[src/nuc2b_pkg.sv]
// Package for the two-bit nucleotide unpacker.
// Holds the channel payload types, the character constants and the letter table.
// No dependencies; the core and the testbench refer to it by scoped names.
`default_nettype none

package nuc2b_pkg;

	localparam int unsigned WORD_W  = 32;
	localparam int unsigned COUNT_W = 5;
	localparam int unsigned CHAR_W  = 8;
	localparam int unsigned LEN_W   = 8;

	localparam logic [CHAR_W-1:0] NEWLINE_CHAR      = 8'd10;
	localparam logic [LEN_W-1:0]  LINE_LENGTH_RESET = 8'd60;

	typedef struct packed {
		logic [WORD_W-1:0]  packed_word;
		logic [COUNT_W-1:0] symbol_count;
	} item_t;

	typedef struct packed {
		logic [CHAR_W-1:0] out_char;
		logic              last_of_word;
	} result_t;

	typedef struct packed {
		logic [LEN_W-1:0] line_length;
	} cfg_t;

	// Codes 0 to 3 decode to a, t, g, c.
	function automatic logic [CHAR_W-1:0] letter_of_code(input logic [1:0] code);
		logic [CHAR_W-1:0] ch;
		case (code)
			2'd0: ch = 8'h61;
			2'd1: ch = 8'h74;
			2'd2: ch = 8'h67;
			2'd3: ch = 8'h63;
			default: ch = 8'h61;
		endcase
		return ch;
	endfunction

endpackage

`default_nettype wire

[src/nuc2b_stream_if.sv]
// Valid/ready channel interface used for every port of the unpacker.
// The payload type is a parameter; the payload structs live in nuc2b_pkg.
`default_nettype none

interface nuc2b_stream_if #(
	parameter type payload_t = logic
);
	logic     valid;
	logic     ready;
	payload_t data;

	modport source (output valid, output data, input ready);
	modport sink   (input valid, input data, output ready);
endinterface

`default_nettype wire

[src/nucleotide_two_bit_unpacker_core.sv]
// Top level of the two-bit nucleotide unpacker: a digit-serial shift register
// and a small sequencer that emit one ASCII character per transfer.
// Depends on nuc2b_pkg and nuc2b_stream_if.
//
// Each accepted word is loaded into a shift register and its two-bit codes are
// shifted out from the top, one character per cycle, into an output register;
// a stalled result therefore holds the sequencer but the next word is taken as
// soon as the previous one has produced its last character. A full word is loaded
// and shifts out SYMBOLS_PER_WORD characters, plus a newline whenever the line
// counter wraps. A tail word with fewer symbols first shifts its unused pairs
// out, one pair a cycle, then any symbols it has; it ends with a newline and
// starts a fresh line. Line length is written through the cfg channel (values
// below SYMBOLS_PER_WORD act as SYMBOLS_PER_WORD) and must only be changed while
// the block is idle.
`default_nettype none

module nucleotide_two_bit_unpacker_core #(
	parameter int unsigned SYMBOLS_PER_WORD = 16
) (
	input  wire         clk,
	input  wire         arst_n,
	nuc2b_stream_if.sink   item,
	nuc2b_stream_if.source result,
	nuc2b_stream_if.sink   cfg
);

	localparam int unsigned SR_W  = 2 * SYMBOLS_PER_WORD;
	localparam int unsigned CNT_W = $clog2(SYMBOLS_PER_WORD + 1);
	localparam int unsigned LEN_W = nuc2b_pkg::LEN_W;
	localparam int unsigned CW    = nuc2b_pkg::COUNT_W + 1;

	localparam logic [1:0] ST_IDLE = 2'd0;
	localparam logic [1:0] ST_SKIP = 2'd1;
	localparam logic [1:0] ST_SYM  = 2'd2;
	localparam logic [1:0] ST_NL   = 2'd3;

	logic [1:0]                      state_q;
	logic [SR_W-1:0]                 sr_q;
	logic [CNT_W-1:0]                rem_q;
	logic [CNT_W-1:0]                skip_q;
	logic                            tail_q;
	logic [LEN_W-1:0]                pos_q;
	logic [LEN_W-1:0]                line_len_q;
	logic                            out_vld_q;
	logic [nuc2b_pkg::CHAR_W-1:0]    out_char_q;
	logic                            out_last_q;

	logic                            accept;
	logic                            step;
	logic [CW-1:0]                   count_ext;
	logic                            full_word;
	logic [SR_W+nuc2b_pkg::WORD_W-1:0] word_ext;
	logic [LEN_W-1:0]                limit;
	logic [LEN_W-1:0]                pos_inc;
	logic                            wrap;

	assign item.ready   = (state_q == ST_IDLE);
	assign cfg.ready    = 1'b1;
	assign accept       = item.valid && (state_q == ST_IDLE);
	assign step         = ((state_q == ST_SYM) || (state_q == ST_NL)) &&
	                      (!out_vld_q || result.ready);

	assign count_ext    = {1'b0, item.data.symbol_count};
	assign full_word    = (count_ext >= CW'(SYMBOLS_PER_WORD));
	assign word_ext     = {{SR_W{1'b0}}, item.data.packed_word};

	assign limit        = (line_len_q < LEN_W'(SYMBOLS_PER_WORD)) ?
	                      LEN_W'(SYMBOLS_PER_WORD) : line_len_q;
	assign pos_inc      = pos_q + LEN_W'(1);
	// Newlines inside the text only come from full words.
	assign wrap         = !tail_q && (pos_inc >= limit);

	assign result.valid             = out_vld_q;
	assign result.data.out_char     = out_char_q;
	assign result.data.last_of_word = out_last_q;

	always_ff @(posedge clk or negedge arst_n) begin
		if (!arst_n) begin
			line_len_q <= nuc2b_pkg::LINE_LENGTH_RESET;
		end else if (cfg.valid) begin
			line_len_q <= cfg.data.line_length;
		end
	end

	always_ff @(posedge clk or negedge arst_n) begin
		if (!arst_n) begin
			state_q   <= ST_IDLE;
			rem_q     <= '0;
			skip_q    <= '0;
			tail_q    <= 1'b0;
			pos_q     <= '0;
			out_vld_q <= 1'b0;
		end else begin
			if (step) begin
				out_vld_q <= 1'b1;
			end else if (result.ready) begin
				out_vld_q <= 1'b0;
			end

			case (state_q)
				ST_IDLE: begin
					if (accept) begin
						tail_q <= !full_word;
						if (full_word) begin
							rem_q   <= CNT_W'(SYMBOLS_PER_WORD);
							state_q <= ST_SYM;
						end else begin
							rem_q   <= CNT_W'(count_ext);
							skip_q  <= CNT_W'(SYMBOLS_PER_WORD) - CNT_W'(count_ext);
							state_q <= ST_SKIP;
						end
					end
				end
				ST_SKIP: begin
					// Discard the unused high pairs of a right-justified tail.
					skip_q <= skip_q - CNT_W'(1);
					if (skip_q == CNT_W'(1)) begin
						state_q <= (rem_q == '0) ? ST_NL : ST_SYM;
					end
				end
				ST_SYM: begin
					if (step) begin
						rem_q <= rem_q - CNT_W'(1);
						if (tail_q) begin
							if (rem_q == CNT_W'(1)) begin
								state_q <= ST_NL;
							end
						end else if (wrap) begin
							pos_q   <= '0;
							state_q <= ST_NL;
						end else begin
							pos_q <= pos_inc;
							if (rem_q == CNT_W'(1)) begin
								state_q <= ST_IDLE;
							end
						end
					end
				end
				ST_NL: begin
					if (step) begin
						if (tail_q) begin
							pos_q   <= '0;
							state_q <= ST_IDLE;
						end else begin
							state_q <= (rem_q == '0) ? ST_IDLE : ST_SYM;
						end
					end
				end
				default: begin
					state_q <= ST_IDLE;
				end
			endcase
		end
	end

	// Shift register and output payload carry no reset.
	always_ff @(posedge clk) begin
		if (accept) begin
			sr_q <= word_ext[SR_W-1:0];
		end else if ((state_q == ST_SKIP) || ((state_q == ST_SYM) && step)) begin
			sr_q <= {sr_q[SR_W-3:0], 2'b00};
		end

		if (step) begin
			if (state_q == ST_SYM) begin
				out_char_q <= nuc2b_pkg::letter_of_code(sr_q[SR_W-1 -: 2]);
				out_last_q <= !tail_q && !wrap && (rem_q == CNT_W'(1));
			end else begin
				out_char_q <= nuc2b_pkg::NEWLINE_CHAR;
				out_last_q <= tail_q || (rem_q == '0);
			end
		end
	end

`ifndef SYNTHESIS
	a_sym_has_work: assert property (@(posedge clk) disable iff (!arst_n)
		(state_q == ST_SYM) |-> (rem_q != '0))
		else $error("symbol state entered with no symbols left");

	a_skip_only_tail: assert property (@(posedge clk) disable iff (!arst_n)
		(state_q == ST_SKIP) |-> tail_q)
		else $error("pair skipping on a full word");

	a_last_ends_word: assert property (@(posedge clk) disable iff (!arst_n)
		(step && (state_q == ST_NL) && tail_q)
		|=> (state_q == ST_IDLE) && result.data.last_of_word)
		else $error("tail newline did not close the word");

	a_accept_starts: assert property (@(posedge clk) disable iff (!arst_n)
		accept |=> (state_q != ST_IDLE))
		else $error("accepted word produced no work");

	a_tail_resets_line: assert property (@(posedge clk) disable iff (!arst_n)
		((state_q == ST_NL) && step && tail_q) |=> (pos_q == '0))
		else $error("line position not cleared after tail word");
`endif

endmodule

`default_nettype wire

[src/flat_wrapper.sv]
// flat-port wrapper written by rule: the top's interface ports become plain ports
module nucleotide_two_bit_unpacker_core_flat 
#(
	parameter int unsigned SYMBOLS_PER_WORD = 16
)
  (clk, arst_n, item_valid, item_data, item_ready, result_valid, result_data, result_ready, cfg_valid, cfg_data, cfg_ready);
  nuc2b_stream_if #(.payload_t(nuc2b_pkg::item_t)) item_i ();
  nuc2b_stream_if #(.payload_t(nuc2b_pkg::result_t)) result_i ();
  nuc2b_stream_if #(.payload_t(nuc2b_pkg::cfg_t)) cfg_i ();
  input  wire clk;
  input  wire arst_n;
  input wire logic [$bits(item_i.valid)-1:0] item_valid;
  input wire logic [$bits(item_i.data)-1:0] item_data;
  output wire logic [$bits(item_i.ready)-1:0] item_ready;
  output wire logic [$bits(result_i.valid)-1:0] result_valid;
  output wire logic [$bits(result_i.data)-1:0] result_data;
  input wire logic [$bits(result_i.ready)-1:0] result_ready;
  input wire logic [$bits(cfg_i.valid)-1:0] cfg_valid;
  input wire logic [$bits(cfg_i.data)-1:0] cfg_data;
  output wire logic [$bits(cfg_i.ready)-1:0] cfg_ready;
  assign item_i.valid = item_valid;
  assign item_i.data = item_data;
  assign item_ready = item_i.ready;
  assign result_valid = result_i.valid;
  assign result_data = result_i.data;
  assign result_i.ready = result_ready;
  assign cfg_i.valid = cfg_valid;
  assign cfg_i.data = cfg_data;
  assign cfg_ready = cfg_i.ready;
  nucleotide_two_bit_unpacker_core #(.SYMBOLS_PER_WORD(SYMBOLS_PER_WORD)) u_core (.clk(clk), .arst_n(arst_n), .item(item_i), .result(result_i), .cfg(cfg_i));
endmodule
[config.mk]
export PLATFORM = sky130hd
export DESIGN_NAME = nucleotide_two_bit_unpacker_core_flat
export DESIGN_NICKNAME = d
export VERILOG_FILES = /design/src/nuc2b_pkg.sv /design/src/nuc2b_stream_if.sv /design/src/nucleotide_two_bit_unpacker_core.sv /design/src/flat_wrapper.sv
export SDC_FILE = /design/constraint.sdc
export NUM_CORES = 1
export LEC_CHECK = 0
export ABC_AREA = 1
export BUFFER_PORTS_ARGS = -buffer_cell sky130_fd_sc_hd__buf_2
export CAP_MARGIN = 20
export CORE_MARGIN = 2
export CORE_UTILIZATION = 49
export DETAILED_ROUTE_END_ITERATION = 6
export PLACE_DENSITY = 0.71
export RECOVER_POWER = 25
export SLEW_MARGIN = 20
export SYNTH_ARGS = -nofsm -noshare
export SYNTH_HDL_FRONTEND = slang
export SYNTH_SLANG_ARGS = --single-unit
[constraint.sdc]
create_clock -name clk -period 4.47 [get_ports clk]
set_input_delay 0.894 -clock clk [delete_from_list [all_inputs] [get_ports clk]]
set_output_delay 0.894 -clock clk [all_outputs]
set_load 0.02 [all_outputs]
==> out/qor.yml, run 1 <==
die_w_um: 90.8
globalplace.congestion: 0.813
std_cell_rows: 31
cp-endpoint: "u_core.sr_q[15]"
finalMaxSlewViolations: 31
vias: 2793
ys_seq_elements: 69
worstReg2RegEnd: "u_core.sr_q[15]"
hpwl_um: 5040
hold_path_class: "flop to flop"
via_per_inst: 4.82
cts-resized-gates: 0
power_density_nw_per_um2: 689
cts_sinks: 69
initial_core_util_pct: 50.6
overflow: 0
synth_top_cells_by_area: "edfxtp_1, dfrtp_1, nand2_1"
critical_path_peak_fanout: 33
cpPeakStageDelay_ns: 0.58
setup.worst_path.class: "flop to flop"
clkLatencyLatePin_ns: 0.33
cts_buffers: 9
antenna_cells: 0
place_inst: 564
netlist_instances: 418
setup_violations: 0
yosysSeqAreaShare_pct: 52.2
grt_setup_unrepaired: "no"
dr.pass1.iters: 4
drt_iter0_drc: 138
dieArea_um2: 8240
cts_tree: "built"
drc: 0
pin_count: 62
antenna_left: 0
synthFlopType: "edfxtp_1"
p_total_mw: 2.91
violations: "max-capacitance violations, max-slew violations"
clkTransAtPathRegs_ns: 0.07
cts_root_buf: "clkbuf_8"
fin_setup_tns_ns: 0
leakage_nw: 2.12
reg2reg_slack_ns: 1.89
core_um2: 7290
synth_top_area_share_pct: 31.7
synth_edf_count: 39
cp.arrival_ns: 2.56
hp-start: "u_core.line_len_q[5]"
final_layout_size_suffix_gt1_share_pct: 18.1
drt-wirelength-per-cell_um: 12.0
r2r_start: "u_core.state_q[0]"
outcome: "finished with violations"
ys_async_sr_fraction_pct: 43.5
cts_hold_buf: 0
worst-r2r-cell-count: 6
grt_first_pass_wirelength_um: 12000
portBuffers: 59
end_kind: "flop"
grt_pass1_vias: 2690
fin_cells: 580
slowest_stage: "inv_2"
ys_warn_count: 0
synth_common_cells: "nand2_1, inv_1, edfxtp_1, nor2_1, dfrtp_1"
grt_use_total_pct: 18.1
antenna_found_initial: 0
synth.most_common_cell: "nand2_1"
grt_max_degree: 34
post_cts_buffers: 0
clock-skew-final_ns: 0.00669
period_minus_slack_ns: 2.58
place_ws_ns: 1.58
cts_max_level: 3
yosys.cell_types.count: 36
worst_slew_pin_slew_ns: 1.58
crit_path_start_kind: "flop"
cp_cell_sequence: "nor2_2, nand2_2, inv_2, nor2_4, nand2_1, buf_4"
setup_slack_ns: 1.89
avgSynthCellArea_um2: 8.83
relSlewSlack_pct: -5.62
final_nets: 546
ir_worst_vdd_mv: 0.312
hold_viol_final: 0
post-route-period-util_pct: 57.6
syn_area_um2: 3690
clk_path_buf_depth: 2
syn_nets: 488
worstSetupStartpoint: "u_core.state_q[0]"
critPathRequiredTime_ns: 4.46
die_y_um: 90.8
max_cap_violations: 1
drt_wl_total_um: 6940
synth_area_leader_cell: "edfxtp_1"
fmax_mhz: 388
area_growth_pct: 14.4
[power breakdown]
part | switching (mW) | leakage (nW) | internal (mW)
combinational | 0.792 | 1.28 | 0.406
clock | 0.210 | 0.0923 | 0.272
sequential | 0.145 | 0.752 | 1.08
total | 1.15 | 2.12 | 1.76
[layout make-up]
| cell class | count | area [µm²] |
|---|---|---|
| Inverter | 53 | 201 |
| Sequential cell | 69 | 1930 |
| Clock buffer | 14 | 153 |
| Clock inverter | 2 | 33.8 |
| Timing Repair Buffer | 60 | 299 |
| Multi-Input combinational cell | 283 | 1490 |
| Fill cell | 690 | 3070 |
| Tap cell | 99 | 124 |
[sequential cells by signal, summed over array words and instances (netlist names)]
register and cells:
u_core.rem_q 5, u_core.line_len_q 8, u_core.pos_q 8, u_core.out_last_q 1
u_core.skip_q 5, u_core.result.valid 1, u_core.tail_q 1, u_core.sr_q 32
u_core.out_char_q 6, u_core.state_q 2
[how the worst min path moves through the flow]
stage / slack, ns / endpoint / cells past startpoint
after floorplan: 0.47 / u_core.line_len_q[5] / 2
after global placement: 0.50 / u_core.sr_q[2] / 2
after detailed placement: 0.50 / u_core.line_len_q[5] / 2
after CTS: 0.51 / u_core.line_len_q[5] / 2
after global routing: 0.55 / u_core.sr_q[9] / 2
final: 0.51 / u_core.line_len_q[5] / 2
[layout by cell type, fill, tap and decap left out, types with 2 or more instances in the layout]
| master | n |
|---|---|
| o21ai_1 | 2 |
| nor2_4 | 2 |
| edfxtp_1 | 39 |
| nor3_1 | 2 |
| ha_1 | 20 |
| inv_1 | 49 |
| xor2_1 | 8 |
| o22ai_1 | 8 |
| dfstp_2 | 4 |
| inv_2 | 3 |
| mux2_2 | 4 |
| a31oi_1 | 3 |
| nand3_1 | 15 |
| clkbuf_8 | 10 |
| buf_2 | 56 |
| nand2_1 | 147 |
| a21oi_1 | 8 |
| dfrtp_1 | 26 |
| o21ai_0 | 18 |
| conb_1 | 2 |
| clkbuf_1 | 7 |
| nor2_1 | 30 |
| nor2_2 | 2 |
[stage by stage]
| step | util [%] | area (µm²) | hold WS [ns] |
|---|---|---|---|
| after detailed placement | 55.5 | 4050 | 0.504 |
| final | 57.9 | 4220 | 0.511 |
| after CTS | 58.1 | 4230 | 0.515 |
| after global routing | 57.9 | 4220 | 0.549 |
| after global placement | 55.5 | 4050 | 0.501 |
| after floorplan | - | 3690 | 0.472 |
[critical path: cells and delay by family (launching register included)]
family | cells | cell delay (ns)
buffers and inverters | 2 | 0.95
DFF | 1 | 0.45
and+or+nand+nor | 4 | 0.81
[cell families after synthesis]
logic type                 count (synthesis)  share of synthesized area [%]
and+or+nand+nor                          205                           23.6
DFF                                       69                           52.2
buffers and inverters                     66                           7.36
AOI/OAI and AO/OA                         42                           6.27
adders and majority gates                 20                           6.78
xor gates and xnor gates                   9                           2.14
muxes                                      5                           1.49
other                                      2                          0.203
[metal layers]
metal | track usage [%] | up-vias | part of all wire, %
li1 | - | 1449 | -
met1 | 23.6 | 1241 | 45
met2 | 28.5 | 91 | 46
met3 | 4.34 | 12 | 6.8
met4 | 8.59 | 0 | 2.1
met5 | 0 | - | 0
No activity file was read; power rests on OpenSTA's default activity.
==> run 2, diff against run 1 <==
- clock period: 4.47 -> 2.6 ns (I/O delays scaled with it)
==> run 2 against run 1 <==
The run still ends with max-capacitance violations, max-slew violations left. Non-clock buffer count increased by 2. Combinational power increased by 73%. Core utilization increased by 0.36 points. Cell count increased by 0.34%. Flip-flop and latch count unchanged. Sequential power increased by 72%. Sequential share of layout area decreased by 0.28 points. Clock skew increased by 0.0027 ns. Clock power increased by 70%. Die area unchanged. Via count decreased by 0.43%. Critical path depth increased by 8. Critical endpoint is now u_core.state_q[1].
==> out/qor.yml, run 2 (synthesized netlist as in run 1, its figures left out) <==
outcome: "finished with violations"
violations: "max-capacitance violations, max-slew violations"
dr.pass1.iters: 5  # +1
largest_register_ffs: 32  # unchanged
grt_max_degree: 33  # -2.9%
grt_setup_unrepaired: "no"
hold_viol_final: 0  # unchanged
cts_tree: "built"
mostFrequentLayoutCells: "nand2_1, buf_2, inv_1"
max_cap_violations: 1  # unchanged
vias: 2781  # -0.43%
area_growth_pct: 15.1
via_per_inst: 4.78  # -0.77%
hold_path_class: "primary input to flop"
worstHoldPathCells: 3  # +1
clkTransAtPathRegs_ns: 0.07  # about the same
cts_root_buf: "clkbuf_8"
pin_count: 62  # unchanged
crit_family: "simple AND/OR/NAND/NOR gates"
grt_use_total_pct: 18.4  # +0.26 points
setup_slack_ns: 0.291  # -1.60 ns
crit_buf_inv: 1  # -1
clock-skew-final_ns: 0.00939  # +0.00270 ns
multi_input_area_um2: 1500  # +0.67%
place_inst: 566  # +0.35%
register_area_um2: 1930  # unchanged
portBuffers: 59  # unchanged
end_kind: "flop"
relSlewSlack_pct: -9.91  # -4.3 points
std_cell_rows: 31  # unchanged
antenna_left: 0  # unchanged
post-route-period-util_pct: 88.8  # +31 points
reg2reg_slack_ns: 0.29  # -1.60 ns
cts_buffers: 9  # unchanged
hp-start: "cfg_data[6]"
cts_sinks: 69  # unchanged
drc: 0  # unchanged
hpwl_um: 5000  # -0.93%
crit_path_start_kind: "flop"
drt_wl_total_um: 7070  # +1.9%
worst-r2r-cell-count: 14  # +8
overflow: 0  # unchanged
drt-wirelength-per-cell_um: 12.1  # +1.5%
crit_top_cell: "nand2_1"
final_nets: 548  # +0.37%
cp_cell_sequence: "nand3_1, nor2_1, nand4_1, xor2_1, inv_1, ha_1, a21o_1, nor2_2, nand2_1, nand2_1, nand2_1, nand2_1, nand2_1, nand2_1"
fillers: 687  # -0.43%
worstReg2RegEnd: "u_core.state_q[1]"
globalplace.congestion: 0.817  # +0.55%
core_um2: 7290  # unchanged
antenna_found_initial: 0  # unchanged
setup_violations: 0  # unchanged
final_common_cell: "nand2_1"
drt_iter0_drc: 163  # +18%
critical_path_peak_fanout: 4  # -88%
grt_pass1_vias: 2727  # +1.4%
worst_slew_pin_slew_ns: 1.65  # +0.0643 ns
grt_first_pass_wirelength_um: 12200  # +1.6%
hold_slack_ns: 0.384  # -0.126 ns
initial_core_util_pct: 50.6  # unchanged
cp.arrival_ns: 2.60  # +0.04 ns
die_y_um: 90.8  # unchanged
cts_max_level: 3  # unchanged
die_w_um: 90.8  # unchanged
setup.worst_path.class: "flop to flop"
whs_endpoint: "u_core.line_len_q[6]"
cp.depth: 14  # +8
final_layout_size_suffix_gt1_share_pct: 19.9  # +1.8 points
slowest_stage: "dfrtp_1"
r2r_start: "u_core.pos_q[0]"
clk_path_buf_depth: 2  # unchanged
fmax_mhz: 433  # +12%
top_register: "u_core.sr_q"
place_ws_ns: 0.261  # -1.32 ns
cts_hold_buf: 0  # unchanged
ir_worst_vdd_mv: 0.500  # +61%
fin_cells: 582  # +0.34%
power_density_nw_per_um2: 1180  # +72%
clkLatencyLatePin_ns: 0.34  # about the same
fin_setup_tns_ns: 0  # unchanged
period_minus_slack_ns: 2.31  # -0.266 ns
finalMaxSlewViolations: 31  # unchanged
antenna_cells: 0  # unchanged
leakage_nw: 2.15  # +1.1%
dieArea_um2: 8240  # unchanged
cpPeakStageDelay_ns: 0.41  # -0.17 ns
reg_top3: "u_core.sr_q x32, u_core.line_len_q x8, u_core.pos_q x8"
critPathRequiredTime_ns: 2.89  # -1.57 ns
==> run 2: cell type report <==
cell class | count | share of cell area (%)
Clock buffer | 12 | 3.92
Inverter | 53 | 4.74
Clock inverter | 4 | 0.471
Multi-Input combinational cell | 283 | 35.2
Timing Repair Buffer | 62 | 7.42
Tap cell | 99 | 2.92
Sequential cell | 69 | 45.3
==> run 2: metrics by stage <==
step | area [µm²] | util (%) | total power [mW]
final | 4250 | 58.3 | 5.03
after global routing | 4250 | 58.3 | 5.47
after CTS | 4250 | 58.3 | 5.06
after detailed placement | 4060 | 55.7 | 4.23
after global placement | 4060 | 55.7 | 4.14
after floorplan | 3690 | - | 3.70
==> run 2: report_power, final <==
group	switching, mW	leakage, nW	total (mW)	internal (mW)
sequential	0.258	0.752	2.12	1.86
combinational	1.37	1.29	2.08	0.717
clock	0.398	0.101	0.822	0.424
==> run 2: worst max path at each step <==
stage | slack, ns | endpoint | start
6_report | 0.29 | u_core.state_q[1] | u_core.pos_q[0]
5_1_grt | 0.01 | u_core.state_q[0] | u_core.pos_q[0]
4_1_cts | 0.21 | u_core.pos_q[1] | u_core.pos_q[0]
3_5_place_dp | 0.26 | u_core.pos_q[1] | u_core.pos_q[0]
3_3_place_gp | 0.39 | u_core.out_last_q | u_core.pos_q[0]
2_1_floorplan | 0.42 | u_core.sr_q[0] | u_core.state_q[0]
==> run 2: worst min-delay path: cells and delay by family <==
kind                   cells  cell delay (ns)
AOI/OAI and AO/OA          1             0.06
buffers and inverters      1             0.08
and+or+nand+nor            1             0.03
==> run 2: layer usage <==
layer,part of all wire (%),track usage [%],up-vias
li1,-,-,1454
met1,46,23.7,1247
met2,47,29.5,66
met3,4.8,4.01,14
met4,2.2,8.84,0
met5,0,0,-
==> run 2: repair_timing <==
item	4_1_cts	5_1_grt
endpoints found under the hold margin	0	0
buffers inserted	0	0
resized for setup	0	1
endpoints found under the setup margin	0	7
==> run 3, diff against run 2 <==
- BUFFER_PORTS_ARGS: -buffer_cell sky130_fd_sc_hd__buf_2 -> not set
- DONT_BUFFER_PORTS: not set -> 1
- PLACE_DENSITY: 0.71 -> not set
- clock period: 2.6 -> 2.4 ns (I/O delays scaled with it)
==> run 3 against run 2 <==
The flow still finishes with violations (max-capacitance violations, max-slew violations). Die area did not move. Clock skew shrank 0.0028 ns. Via count decreased by 4.5%. Design area down 4.6%. Sequential share of layout area is 2.2 points higher. Critical path depth is 2 lower. Cell count down 8.8%. First-iteration DRC count fell by 27%. Clock power rose by 8.0%. Fmax grew 3.2%. Critical endpoint is now u_core.out_last_q.
==> out/qor.yml, run 3 (synthesized netlist as in run 1, its figures left out) <==
drt_wl_total_um: 7070  # about the same
grt_pass1_vias: 2596  # -4.8%
post-route-period-util_pct: 93.2  # +4.4 points
place_ws_ns: 0.0951  # -0.166 ns
combinationalPowerShare_pct: 40.4  # -1.0 points
outcome: "finished with violations"
worstHoldPathCells: 1  # -2
fin_setup_tns_ns: 0  # unchanged
drc: 0  # unchanged
antenna_found_initial: 0  # unchanged
cp_cell_sequence: "nand3_1, nor2_2, nand4_1, xor2_1, inv_1, ha_1, nand2_1, nor2_2, nand2_2, nand3_1, nand2_2, and3b_1"
grt_max_degree: 33  # unchanged
slowest_stage: "dfrtp_1"
cts_root_buf: "clkbuf_8"
cpPeakStageDelay_ns: 0.40  # about the same
worstSetupStartpoint: "u_core.pos_q[2]"
core_um2: 7290  # unchanged
violations: "max-capacitance violations, max-slew violations"
drt-wirelength-per-cell_um: 13.3  # +9.7%
cp.depth: 12  # -2
drt_iter0_drc: 119  # -27%
power_density_nw_per_um2: 1350  # +14%
crit_path_start_kind: "flop"
cts_max_level: 3  # unchanged
hpwl_um: 4940  # -1.1%
vias: 2656  # -4.5%
critPathRequiredTime_ns: 2.50  # -0.39 ns
area_growth_pct: 9.80
dieArea_um2: 8240  # unchanged
swShare_pct: 40.2  # -0.052 points
setup.worst_path.class: "flop to flop"
setup_slack_ns: 0.162  # -0.128 ns
final_layout_size_suffix_gt1_share_pct: 11.1  # -8.8 points
portBuffers: 0  # -100%
end_kind: "flop"
switching_power_mw: 2.20  # +9.0%
cts_sinks: 69  # unchanged
overflow: 0  # unchanged
die_y_um: 90.8  # unchanged
final_nets: 498  # -9.1%
crit_buf_inv: 1  # unchanged
power_frac_clock_pct: 16.2  # -0.2 points
worst-r2r-cell-count: 12  # -2
period_minus_slack_ns: 2.24  # -0.0719 ns
pin_count: 62  # unchanged
initial_core_util_pct: 50.6  # unchanged
std_cell_rows: 31  # unchanged
final_common_cell: "nand2_1"
top_register: "u_core.sr_q"
crit_family: "simple AND/OR/NAND/NOR gates"
setup_violations: 0  # unchanged
reg_top3: "u_core.sr_q x32, u_core.line_len_q x8, u_core.pos_q x8"
cp.arrival_ns: 2.34  # -0.26 ns
fmax_mhz: 447  # +3.2%
mostFrequentLayoutCells: "nand2_1, inv_1, edfxtp_1"
relSlewSlack_pct: -5.60  # +4.3 points
grt_first_pass_wirelength_um: 11900  # -2.4%
cts_buffers: 9  # unchanged
r2r_start: "u_core.pos_q[2]"
clk_path_buf_depth: 2  # unchanged
worst_slew_pin_slew_ns: 1.58  # -0.0647 ns
critical_path_peak_fanout: 4  # unchanged
internal-power_mw: 3.28  # +9.2%
clkTransAtPathRegs_ns: 0.07  # about the same
hold_path_class: "primary input to flop"
pwr-share-seq_pct: 43.5  # +1.3 points
largest_register_ffs: 32  # unchanged
clkLatencyLatePin_ns: 0.34  # about the same
grt_use_total_pct: 18.0  # -0.34 points
hold_slack_ns: 0.210  # -0.174 ns
finalMaxSlewViolations: 31  # unchanged
max_cap_violations: 1  # unchanged
leakage_nw: 1.95  # -9.1%
antenna_left: 0  # unchanged
p_total_mw: 5.49  # +9.1%
dr.pass1.iters: 4  # -1
hold_viol_final: 0  # unchanged
cts_tree: "built"
die_w_um: 90.8  # unchanged
antenna_cells: 0  # unchanged
clock-skew-final_ns: 0.00655  # -0.00284 ns
globalplace.congestion: 0.853  # +4.3%
via_per_inst: 5.00  # +4.7%
hp-start: "cfg_valid"
ir_worst_vdd_mv: 0.593  # +19%
==> run 3: final cells by class <==
| cell class | count | area, µm² |
|---|---|---|
| Multi-Input combinational cell | 283 | 1520 |
| Inverter | 53 | 201 |
| Timing Repair Buffer | 12 | 101 |
| Fill cell | 728 | 3240 |
| Tap cell | 99 | 124 |
| Clock buffer | 9 | 124 |
| Clock inverter | 6 | 55.1 |
| Sequential cell | 69 | 1930 |
==> run 3: through the flow <==
| step | std cells | utilization (%) | instance area, µm² |
|---|---|---|---|
| 2_1_floorplan | 418 | - | 3690 |
| 3_5_place_dp | 509 | 52.0 | 3790 |
| 6_report | 531 | 55.6 | 4050 |
| 4_1_cts | 526 | 54.9 | 4000 |
| 3_3_place_gp | 509 | 52.0 | 3790 |
| 5_1_grt | 531 | 55.6 | 4050 |
==> run 3: worst paths after layout <==
path	endpoint	slack, ns
setup / recovery	u_core.out_last_q	0.16
hold / removal	u_core.line_len_q[5]	0.21
setup reg to reg	u_core.out_last_q	0.16
hold reg to reg	u_core.sr_q[2]	0.52
max in group asynchronous	u_core.tail_q	0.41
min in group asynchronous	u_core.state_q[0]	1.07
==> run 3: metal layers <==
metal	up-vias	global-route usage, %	routed length, µm
li1	1356	-	-
met1	1227	23.5	3370
met2	63	28.2	3210
met3	10	5.59	377
met4	0	6.94	111
met5	-	0	0
==> run 3: power by group through the flow <==
| stage | Sequential [mW] | Clock (mW) | Combinational, mW |
|---|---|---|---|
| after floorplan | 2.32 | 0 | 1.69 |
| after global placement | 2.39 | 0 | 2.07 |
| after detailed placement | 2.41 | 0 | 2.13 |
| after CTS | 2.39 | 0.922 | 2.15 |
| after global routing | 2.44 | 0.963 | 2.56 |
| final | 2.38 | 0.888 | 2.21 |
==> run 3: what timing repair did <==
item / CTS / global route
setup endpoints to repair: 0 / 11
setup buffers: 0 / 5
hold buffers: 2 / 0
endpoints found under the hold margin: 30 / 0
resized for setup: 0 / 9
